$ cat config.mk
export PLATFORM = sky130hd
export DESIGN_NAME = configurable_crc_engine_core
export DESIGN_NICKNAME = d
export VERILOG_FILES = /design/src/cce_pkg.sv /design/src/cce_crc_unit.sv /design/src/configurable_crc_engine_core.sv
export SDC_FILE = /design/constraint.sdc
export NUM_CORES = 1
export LEC_CHECK = 0
export ABC_AREA = 1
export BUFFER_PORTS_ARGS = -buffer_cell sky130_fd_sc_hd__buf_2
export CAP_MARGIN = 20
export CORE_MARGIN = 3
export CORE_UTILIZATION = 58
export DETAILED_ROUTE_END_ITERATION = 10
export GPL_TIMING_DRIVEN = 0
export PLACE_DENSITY = 0.79
export SYNTH_ARGS = -nofsm -noshare
export SYNTH_HDL_FRONTEND = slang
export SYNTH_SLANG_ARGS = --single-unit
export TNS_END_PERCENT = 20
$ cat constraint.sdc
create_clock -name clk -period 4 [get_ports clk]
set_input_delay 0 -clock clk [delete_from_list [all_inputs] [get_ports clk]]
set_output_delay 0 -clock clk [all_outputs]
set_load 0.03 [all_outputs]
$ cat src/cce_pkg.sv
// cce_pkg: shared types and constants for the configurable crc engine
// no dependencies
`default_nettype none
package cce_pkg;

  localparam int unsigned BYTE_W  = 8;
  localparam int unsigned CNT_W   = 4;
  localparam int unsigned REG_W   = 32;
  localparam int unsigned IDX_W   = 2;
  localparam int unsigned WCODE_W = 2;

  localparam logic [IDX_W-1:0] REG_POLYNOMIAL = 2'd0;
  localparam logic [IDX_W-1:0] REG_WIDTH_CODE = 2'd1;
  localparam logic [IDX_W-1:0] REG_INIT_VALUE = 2'd2;
  localparam logic [IDX_W-1:0] REG_XOR_OUT    = 2'd3;

  localparam logic [REG_W-1:0]   POLY_RST  = 32'h0000_1021;
  localparam logic [WCODE_W-1:0] WCODE_RST = 2'd1;

  typedef enum logic [1:0] {
    ST_IDLE,
    ST_SHIFT,
    ST_EMIT
  } state_t;

  typedef struct packed {
    logic load;
    logic step;
    logic din;
  } crc_ctrl_t;

endpackage
`default_nettype wire

$ cat src/cce_crc_unit.sv
// cce_crc_unit: one-bit-per-cycle crc shift register with width masking
// depends on cce_pkg
`default_nettype none
module cce_crc_unit #(
  parameter int unsigned CRC_W = 32
) (
  input  wire logic                              clk,
  input  wire logic                              rst_n,
  input  wire cce_pkg::crc_ctrl_t                ctrl,
  input  wire logic [cce_pkg::REG_W-1:0]         polynomial,
  input  wire logic [cce_pkg::WCODE_W-1:0]       width_code,
  input  wire logic [cce_pkg::REG_W-1:0]         init_value,
  input  wire logic [cce_pkg::REG_W-1:0]         xor_out,
  output logic      [cce_pkg::REG_W-1:0]         crc_result
);

  localparam int unsigned IDX_W = (CRC_W > 1) ? $clog2(CRC_W) : 1;

  logic [CRC_W-1:0] crc_r;
  logic [CRC_W-1:0] crc_nxt;
  logic [CRC_W-1:0] mask;
  logic [CRC_W-1:0] cur;
  logic [CRC_W-1:0] shifted;
  logic [6:0]       wid_full;
  logic [6:0]       wid;
  logic [IDX_W-1:0] top_idx;
  logic             fb;

  // active width, limited to the register width
  always_comb begin
    wid_full = 7'({5'd0, width_code} + 7'd1) << 3;
    wid      = (wid_full > 7'(CRC_W)) ? 7'(CRC_W) : wid_full;
    top_idx  = IDX_W'(wid - 7'd1);
    for (int i = 0; i < CRC_W; i++) begin
      mask[i] = (7'(i) < wid);
    end
  end

  always_comb begin
    cur     = crc_r & mask;
    fb      = cur[top_idx] ^ ctrl.din;
    shifted = (cur << 1) & mask;
    crc_nxt = crc_r;
    if (ctrl.load) begin
      crc_nxt = init_value[CRC_W-1:0] & mask;
    end else if (ctrl.step) begin
      crc_nxt = fb ? (shifted ^ (polynomial[CRC_W-1:0] & mask)) : shifted;
    end
  end

  always_ff @(posedge clk) begin
    if (!rst_n) begin
      crc_r <= '0;
    end else begin
      crc_r <= crc_nxt;
    end
  end

  assign crc_result = cce_pkg::REG_W'((crc_r ^ xor_out[CRC_W-1:0]) & mask);

endmodule
`default_nettype wire

$ cat src/configurable_crc_engine_core.sv
// configurable_crc_engine_core: msb-first crc over bytes with partial last byte
// depends on cce_pkg and cce_crc_unit
// one bit per cycle: a byte with n valid bits shifts once per valid bit, the next byte of the message
// is taken on its last shift; a last or zero-bit byte adds an emit state, where a last byte's result
// is registered; the next byte is then taken back in idle, and that emit waits while an older result waits
// synchronous active-low reset restores register defaults and arms a new message
`default_nettype none
module configurable_crc_engine_core #(
  parameter int unsigned MAX_CRC_WIDTH = 32
) (
  input  wire logic                              clk,
  input  wire logic                              rst_n,
  input  wire logic                              cfg_we,
  input  wire logic [cce_pkg::IDX_W-1:0]         cfg_index,
  input  wire logic [cce_pkg::REG_W-1:0]         cfg_wdata,
  input  wire logic                              in_valid,
  output logic                                   in_ready,
  input  wire logic [7:0]                        in_data_byte,
  input  wire logic [3:0]                        in_valid_bits,
  input  wire logic                              in_last_byte,
  output logic                                   out_valid,
  input  wire logic                              out_ready,
  output logic [31:0]                            out_crc_value
);

  localparam int unsigned CRC_W = (MAX_CRC_WIDTH < cce_pkg::REG_W) ?
                                  MAX_CRC_WIDTH : cce_pkg::REG_W;

  logic [cce_pkg::REG_W-1:0]   polynomial_r;
  logic [cce_pkg::WCODE_W-1:0] width_code_r;
  logic [cce_pkg::REG_W-1:0]   init_value_r;
  logic [cce_pkg::REG_W-1:0]   xor_out_r;

  cce_pkg::state_t             state_r, state_nxt;
  logic [cce_pkg::BYTE_W-1:0]  data_r, data_nxt;
  logic [cce_pkg::CNT_W-1:0]   cnt_r, cnt_nxt;
  logic                        last_r, last_nxt;
  logic                        start_r, start_nxt;
  logic                        out_valid_r, out_valid_nxt;
  logic [31:0]                 out_crc_r, out_crc_nxt;

  logic                        accept;
  logic [cce_pkg::CNT_W-1:0]   nbits;
  logic                        emit;
  logic [cce_pkg::REG_W-1:0]   crc_result;
  cce_pkg::crc_ctrl_t          ctrl;

  // configuration registers
  always_ff @(posedge clk) begin
    if (!rst_n) begin
      polynomial_r <= cce_pkg::POLY_RST;
      width_code_r <= cce_pkg::WCODE_RST;
      init_value_r <= '0;
      xor_out_r    <= '0;
    end else if (cfg_we) begin
      unique case (cfg_index)
        cce_pkg::REG_POLYNOMIAL: polynomial_r <= cfg_wdata;
        cce_pkg::REG_WIDTH_CODE: width_code_r <= cfg_wdata[cce_pkg::WCODE_W-1:0];
        cce_pkg::REG_INIT_VALUE: init_value_r <= cfg_wdata;
        cce_pkg::REG_XOR_OUT:    xor_out_r    <= cfg_wdata;
        default: ;
      endcase
    end
  end

  assign nbits    = (in_valid_bits > 4'd8) ? 4'd8 : in_valid_bits;
  assign in_ready = (state_r == cce_pkg::ST_IDLE) ||
                    ((state_r == cce_pkg::ST_SHIFT) && (cnt_r == 4'd1) && !last_r);
  assign accept   = in_valid && in_ready;
  assign emit     = (state_r == cce_pkg::ST_EMIT) && last_r && (!out_valid_r || out_ready);

  always_comb begin
    state_nxt     = state_r;
    data_nxt      = data_r;
    cnt_nxt       = cnt_r;
    last_nxt      = last_r;
    start_nxt     = start_r;
    out_valid_nxt = out_valid_r && !out_ready;
    out_crc_nxt   = out_crc_r;
    ctrl.load     = accept && start_r;
    ctrl.step     = (state_r == cce_pkg::ST_SHIFT);
    ctrl.din      = data_r[cce_pkg::BYTE_W-1];

    unique case (state_r)
      cce_pkg::ST_IDLE: ;
      cce_pkg::ST_SHIFT: begin
        data_nxt = data_r << 1;
        cnt_nxt  = cnt_r - 4'd1;
        if (cnt_r == 4'd1) begin
          state_nxt = last_r ? cce_pkg::ST_EMIT : cce_pkg::ST_IDLE;
        end
      end
      cce_pkg::ST_EMIT: begin
        if (!last_r) begin
          state_nxt = cce_pkg::ST_IDLE;
        end else if (emit) begin
          out_valid_nxt = 1'b1;
          out_crc_nxt   = crc_result;
          start_nxt     = 1'b1;
          state_nxt     = cce_pkg::ST_IDLE;
        end
      end
      default: state_nxt = cce_pkg::ST_IDLE;
    endcase

    // new transaction overrides the idle or final-bit transition
    if (accept) begin
      data_nxt  = in_data_byte;
      cnt_nxt   = nbits;
      last_nxt  = in_last_byte;
      start_nxt = 1'b0;
      state_nxt = (nbits == 4'd0) ? cce_pkg::ST_EMIT : cce_pkg::ST_SHIFT;
    end
  end

  always_ff @(posedge clk) begin
    if (!rst_n) begin
      state_r     <= cce_pkg::ST_IDLE;
      cnt_r       <= '0;
      last_r      <= 1'b0;
      start_r     <= 1'b1;
      out_valid_r <= 1'b0;
    end else begin
      state_r     <= state_nxt;
      cnt_r       <= cnt_nxt;
      last_r      <= last_nxt;
      start_r     <= start_nxt;
      out_valid_r <= out_valid_nxt;
    end
  end

  always_ff @(posedge clk) begin
    data_r    <= data_nxt;
    out_crc_r <= out_crc_nxt;
  end

  cce_crc_unit #(
    .CRC_W (CRC_W)
  ) u_crc (
    .clk        (clk),
    .rst_n      (rst_n),
    .ctrl       (ctrl),
    .polynomial (polynomial_r),
    .width_code (width_code_r),
    .init_value (init_value_r),
    .xor_out    (xor_out_r),
    .crc_result (crc_result)
  );

  assign out_valid     = out_valid_r;
  assign out_crc_value = out_crc_r;

  a_shift_count: assert property (@(posedge clk) disable iff (!rst_n)
    (state_r == cce_pkg::ST_SHIFT) |-> ((cnt_r != 4'd0) && (cnt_r <= 4'd8)))
    else $error("shift state with bad bit count");

  a_load_step: assert property (@(posedge clk) disable iff (!rst_n)
    !(ctrl.load && ctrl.step))
    else $error("crc load and step together");

  a_emit_arms: assert property (@(posedge clk) disable iff (!rst_n)
    emit |=> (out_valid_r && start_r && (state_r == cce_pkg::ST_IDLE)))
    else $error("result not registered or message not rearmed");

  a_start_idle: assert property (@(posedge clk) disable iff (!rst_n)
    start_r |-> (state_r == cce_pkg::ST_IDLE))
    else $error("message start armed while busy");

endmodule
`default_nettype wire

* Yosys cells after proc, flatten, opt, wreduce, memory -nomap -nowiden
Index checks and enable logic that the tools add are counted.
** Storage, ports and cells
- Logic and storage cells :: 119
- Register bits :: 179
- Output and inout bits :: 34
- Input port bits :: 52
** Operators by class
- Magnitude comparators :: 35
- Muxes and demuxes :: 25
- Add/subtract/negate cells :: 3
- Bitwise logic cells :: 8
- Equal/unequal tests :: 9
- Reduce and logical (&&, ||, !) cells :: 27
** Operators by type and width (number)
- 32-bit AND :: 5
- 5-bit by 7-bit less-than comparator with 1-bit output, first input constant :: 16
- 32-bit 2-to-1 mux :: 3
- 32-bit XOR :: 2
- 4-bit by 7-bit less-than comparator with 1-bit output, first input constant :: 8
- 3-bit by 7-bit less-than comparator with 1-bit output, first input constant :: 4
- 8-bit 2-to-1 mux :: 2
- 1-bit by 7-bit less-than comparator with 1-bit output, first input constant :: 2
- 2-bit by 7-bit less-than comparator with 1-bit output, first input constant :: 2
- 2-bit 2-to-1 mux :: 6
- 4-bit 2-to-1 mux :: 3
- 2-bit nonzero test :: 5
- 3-bit AND reduction :: 3
- 1-bit 2-to-1 mux :: 8
- 2-bit AND reduction :: 4
- 7-bit by 6-bit greater-than comparator with 1-bit output, second input constant :: 1
- 1-bit logical AND :: 7
- 2-bit == test, second input constant :: 3
- 5-bit by 6-bit less-than comparator with 1-bit output, second input constant :: 1
- 6-bit 2-to-1 mux :: 1
- 2-bit case mux with 3 select lines :: 1
- 1-bit binary-select mux with 5-bit select :: 1
- 5-bit by 1-bit subtractor with 5-bit output, second input constant :: 1
- 2-bit by 1-bit == test with 1-bit output, second input constant :: 2
- other kinds (12) :: 16

* Depth between registers and ports, before layout
- Depth in word-level cells :: 11
- Depth in mapped cells :: 14
- Mapped depth without buffers :: 13

* By module
From an unflattened synthesis, not the netlist that was laid out.
** Unflattened totals
- Cell total of the unflattened synthesis :: 1122
- Area total of the unflattened synthesis :: 8505.7 um^2
** Modules (own cells, without submodules)
- configurable_crc_engine_core :: instances 1, area an instance 5318.9 um^2, sequential area each 3343.2 um^2, cells each 589
- cce_crc_unit :: instances 1, area an instance 3186.8 um^2, sequential area each 640.6 um^2, cells each 533

* Worst setup path after synthesis
No wires, ideal clock.
- Path type :: reg-to-reg
- From :: register state_r[1]
- To :: register out_crc_r[0], in the netlist out_crc_value[0], enable pin
- Path buffers :: 0
- Period minus slack after synthesis :: 2514 ps
- Cell stages (with the launch flop) :: 3
- Arrival :: 2081 ps
- Setup time :: 433 ps
- Required time :: 3567 ps
- Slack :: 1486 ps
- Path through :: dfxtp_1 -> nand3_1 -> a21oi_1
** Between the ends
- Longest elaborated chain between the ends :: 4
** Ends and longest elaborated chain
- start: declaration :: RTL line configurable_crc_engine_core.sv:34 : cce_pkg::state_t state_r, state_nxt;
- start signal: assignment :: RTL line configurable_crc_engine_core.sv:118 : state_r <= cce_pkg::ST_IDLE;
- start signal: assignment :: RTL line configurable_crc_engine_core.sv:124 : state_r <= state_nxt;
- 2-bit == test (*) :: RTL line configurable_crc_engine_core.sv:70, configurable_crc_engine_core.sv:84
- 1-bit logical AND (2 in a row) :: RTL line configurable_crc_engine_core.sv:70 : assign emit = (state_r == cce_pkg::ST_EMIT) && last_r && (!out_valid_r || out_ready);
- 3-bit AND reduction (no source line) (*)
- end signal: assignment :: RTL line configurable_crc_engine_core.sv:134 : out_crc_r <= out_crc_nxt;
- end: declaration :: RTL line configurable_crc_engine_core.sv:40 : logic [31:0] out_crc_r, out_crc_nxt;
Mark *: on every way between the ends. The rest lies on a longest branch, timed or not.
A chain may end at the register's enable or synchronous reset.

* Worst setup path in the final report
- From :: register cnt_r[1] in the netlist's numbering
- To :: register cnt_r[2] in the netlist's numbering
** Between the ends
- Longest elaborated chain between the ends :: 6
- Elaborated cells between the ends (all ways) :: 9
- Those cells by class :: add/sub (1); eq/ne (1); mux (2); reduce/logical (5)
** Ends and longest elaborated chain
- start: declaration :: RTL line configurable_crc_engine_core.sv:36 : logic [cce_pkg::CNT_W-1:0] cnt_r, cnt_nxt;
- start signal: assignment :: RTL line configurable_crc_engine_core.sv:125 : cnt_r <= cnt_nxt;
- parallel branches: the longest is 6 deep, another holds 4-bit by 1-bit subtractor with 4-bit output
Parallel ways; which one is timed is not known. The select of a mux whose other input is x is not followed.

==> results.md <==
- Initial core utilization: 0.597
- Max_slew headroom: 0.547
- CP startpoint kind: flop
- Worst Path Arrival: 2.55 ns
- Clock sinks: 179
- Final setup viols: 0
- DR WL/cell: 16.9 µm
- Global route overflow: 0
- DR iter-0 viols: 829
- Worst Path Max Fanout: 10
- Minimum clock period: 2.25 ns
- Vias in the first global route: 7369
- Max VDD drop: 0.308 mV
- DRT Pass-1 Iters: 6
- Worst setup EP type: flop
- Worst-path cell chain: inv_1 -> ha_1 -> nand2_1 -> nor2_2 -> nand2_2 -> nand2_4 -> nand2_2 -> inv_2 -> buf_2 -> nor2_1 -> a21oi_1 -> dlygate4sd3_1 -> a21oi_1
- Clk_lat worst skew: 0.44 ns
- Sequential area share after synthesis: 0.500
- Chip Height: 123 µm
- Final nets: 1260
- Hold Crit Class: in2reg
- Fin cells: 1395
- Die boundary width: 123 µm
- Mapped Nets: 1107
- Area Overhead vs Synth: 22.8%
- Pleak: 4.19 nW
- Post-Synthesis Cells: 1053
- # Max-Cap Violations: 0
- Pwr/cell area: 485 nW/µm²
- DIE AREA: 15200 µm²
- Synth Cell Area: 7960 µm²
- Final cycle utilization of the critical path: 0.561
- CTS Buf Count: 17
- DRT antenna net count: 0
- DRC viols: 0
- Root buf cell: clkbuf_16
- Clock-pin transition on the worst setup and hold timing paths: 0.07 ns
- GP Congestion: 0.897
- Num ports: 86
- CP required: 4.31 ns
- DP Cell Count: 1313
- Worst path bufs/invs: 4
- Port Buffer Count: 83
- Overall Global Routing Usage: 0.319
- Hold Fails Final Rpt: 0
- Worst Skew: 0.00973 ns
- Highest clock rate: 445 MHz
- Distinct cells, synth: 31
- Register bit total from synthesis: 179
- Slowest Stage Delay on Critical Path: 0.57 ns
- Status: completed
- Detailed placer's ending HPWL: 15600 µm
- CTS tree: done
- Initial antenna violation count: 0
- Core Rows: 42
- Syn. warnings: 0
- Mapped Avg Cell Area: 7.56 µm²
- Worst Tran Pin Value: 0.679 ns
- CTS H-tree lvls: 4
- Final max-slew violation count: 0
- TNS Setup: 0 ns
- CP Class: reg2reg
- Longest Clk Path Bufs: 2
- Post-CTS sizing: 0
- First-pass GRT wire length: 37100 µm
- Drt total wl: 23500 µm
- Antenna cells: 0
- Fraction of layout cells with a size suffix above 1: 0.128
- RSZ-0062 raised after global routing: false
- Largest net degree at the start of global routing: 19
- Largest delay contributor family on the critical path: buffers and inverters
- Slowest cell on crit path: dlygate4sd3_1
- DR vias/cell: 5.57
- Core area: 13300 µm²
- Via count: 7770
==> layout make-up <==
type                    count  area, µm²
repair buffers            134        943
multi-input cells         717       3340
well taps                 176        220
plain buffers              59        274
inverters                  98        373
fillers                  1057       3570
clock inverters             8        149
flip-flops and latches    179       3980
clock buffers              24        492
==> Yosys cell counts <==
cell type | n | area (µm²)
a31oi_1 | 2 | 12.5
clkinv_1 | 3 | 11.3
edfxtp_1 | 40 | 1200
xor2_1 | 14 | 123
buf_2 | 15 | 75.1
inv_1 | 88 | 330
a21oi_1 | 83 | 415
nand3b_2 | 1 | 11.3
nor2_1 | 163 | 612
buf_6 | 3 | 33.8
inv_4 | 2 | 12.5
dfxtp_1 | 139 | 2780
inv_2 | 5 | 18.8
nand4_1 | 15 | 93.8
o21ai_0 | 112 | 561
buf_4 | 3 | 22.5
nand3_4 | 2 | 35.0
xnor2_1 | 10 | 87.6
nor4_1 | 1 | 6.26
nor2_2 | 2 | 12.5
clkbuf_1 | 37 | 139
nand2_1 | 193 | 724
o211ai_1 | 3 | 22.5
nand2_2 | 5 | 31.3
buf_1 | 1 | 3.75
nand3_1 | 101 | 505
nor3_1 | 2 | 10.0
o21ai_1 | 2 | 10.0
nand2_4 | 2 | 22.5
or2_2 | 2 | 12.5
ha_1 | 2 | 25.0
==> per-stage QoR <==
stage                      util  total power (W)  hold WS (ns)  worst slack [ns]  instance area [µm²]
after floorplan               -          0.00262         0.126              1.49                 7960
after global placement    0.644          0.00286         0.254             0.324                 8600
after detailed placement  0.647          0.00288         0.260              2.06                 8640
after CTS                 0.733          0.00470       0.00741              1.82                 9780
after global routing      0.733          0.00490        0.0408              1.63                 9780
final                     0.733          0.00474        0.0161              1.75                 9780
==> registers in the layout, summed over array words and instances, names as in the netlist <==
register and count:
state_r 2, width_code_r 2, polynomial_r 32, init_value_r 32, cnt_r 4, data_r 8
xor_out_r 32, last_r 1, u_crc.crc_r 32, out_crc_value 32, out_valid 1, start_r 1
==> worst register-to-register path, delay by kind of cell, from the launching register on <==
family	cells	cell delay, ns
flip-flops	1	0.29
adder cells (fa/ha/maj)	1	0.16
AND/OR/NAND/NOR	6	0.49
buffers and inverters	4	0.97
AO/OA/AOI/OAI	2	0.20
==> cells by family after synthesis <==
| logic type | Yosys count | share of synthesized area |
|---|---|---|
| compound gates | 202 | 0.128 |
| xor+xnor | 24 | 0.0264 |
| fa+ha+maj | 2 | 0.00314 |
| buf+inv | 157 | 0.0812 |
| flops | 179 | 0.500 |
| simple gates | 489 | 0.261 |
==> power breakdown <==
| part | internal [W] | leakage (nW) | total, W | switching [W] |
|---|---|---|---|---|
| sequential | 0.00198 | 1.54 | 0.00206 | 0.0000821 |
| combinational | 0.000290 | 2.34 | 0.000871 | 0.000581 |
| clock | 0.00111 | 0.307 | 0.00181 | 0.000700 |
| total | 0.00338 | 4.19 | 0.00474 | 0.00136 |
==> cell usage in the layout, fill, tap and decap left out, types with 3 or more instances in the layout <==
| cell | netlist | layout |
|---|---|---|
| nand3_1 | 101 | 101 |
| inv_2 | 5 | 5 |
| clkinv_1 | 3 | 3 |
| dfxtp_1 | 139 | 139 |
| clkbuf_1 | 37 | 40 |
| o211ai_1 | 3 | 3 |
| nor2_1 | 163 | 163 |
| nand2_2 | 5 | 5 |
| bufinv_16 | 0 | 4 |
| nand2_1 | 193 | 193 |
| edfxtp_1 | 40 | 40 |
| xnor2_1 | 10 | 10 |
| dlygate4sd3_1 | 0 | 50 |
| buf_4 | 3 | 3 |
| buf_2 | 15 | 98 |
| a21oi_1 | 83 | 82 |
| xor2_1 | 14 | 14 |
| nand4_1 | 15 | 15 |
| inv_1 | 88 | 88 |
| buf_6 | 3 | 3 |
| clkbuf_16 | 0 | 17 |
| o21ai_0 | 112 | 112 |
| clkbuf_8 | 0 | 4 |
==> routing by layer <==
layer  up-vias  routed length, µm  track usage
li1       3731                  -            -
met1      3566               9430        0.411
met2       419              11100        0.530
met3        54               2460       0.0773
met4         0                522        0.102
met5         -                  0            0
==> worst paths after layout <==
path	from	endpoint	slack (ns)	cells past startpoint
setup / recovery	cnt_r[1]	cnt_r[2]	1.75	13
hold reg to reg	u_crc.crc_r[31]	u_crc.crc_r[31]	0.47	2
hold / removal	in_valid	cnt_r[3]	0.02	4
setup reg to reg	cnt_r[1]	cnt_r[2]	1.75	13
==> repair_timing <==
| action | 4_1_cts | 5_1_grt |
|---|---|---|
| endpoints found under the setup margin | 0 | 0 |
| hold buffers | 50 | 0 |
| hold endpoints to repair | 112 | 0 |
| setup buffers | 0 | 0 |
No activity file was read; power rests on OpenSTA's default activity.
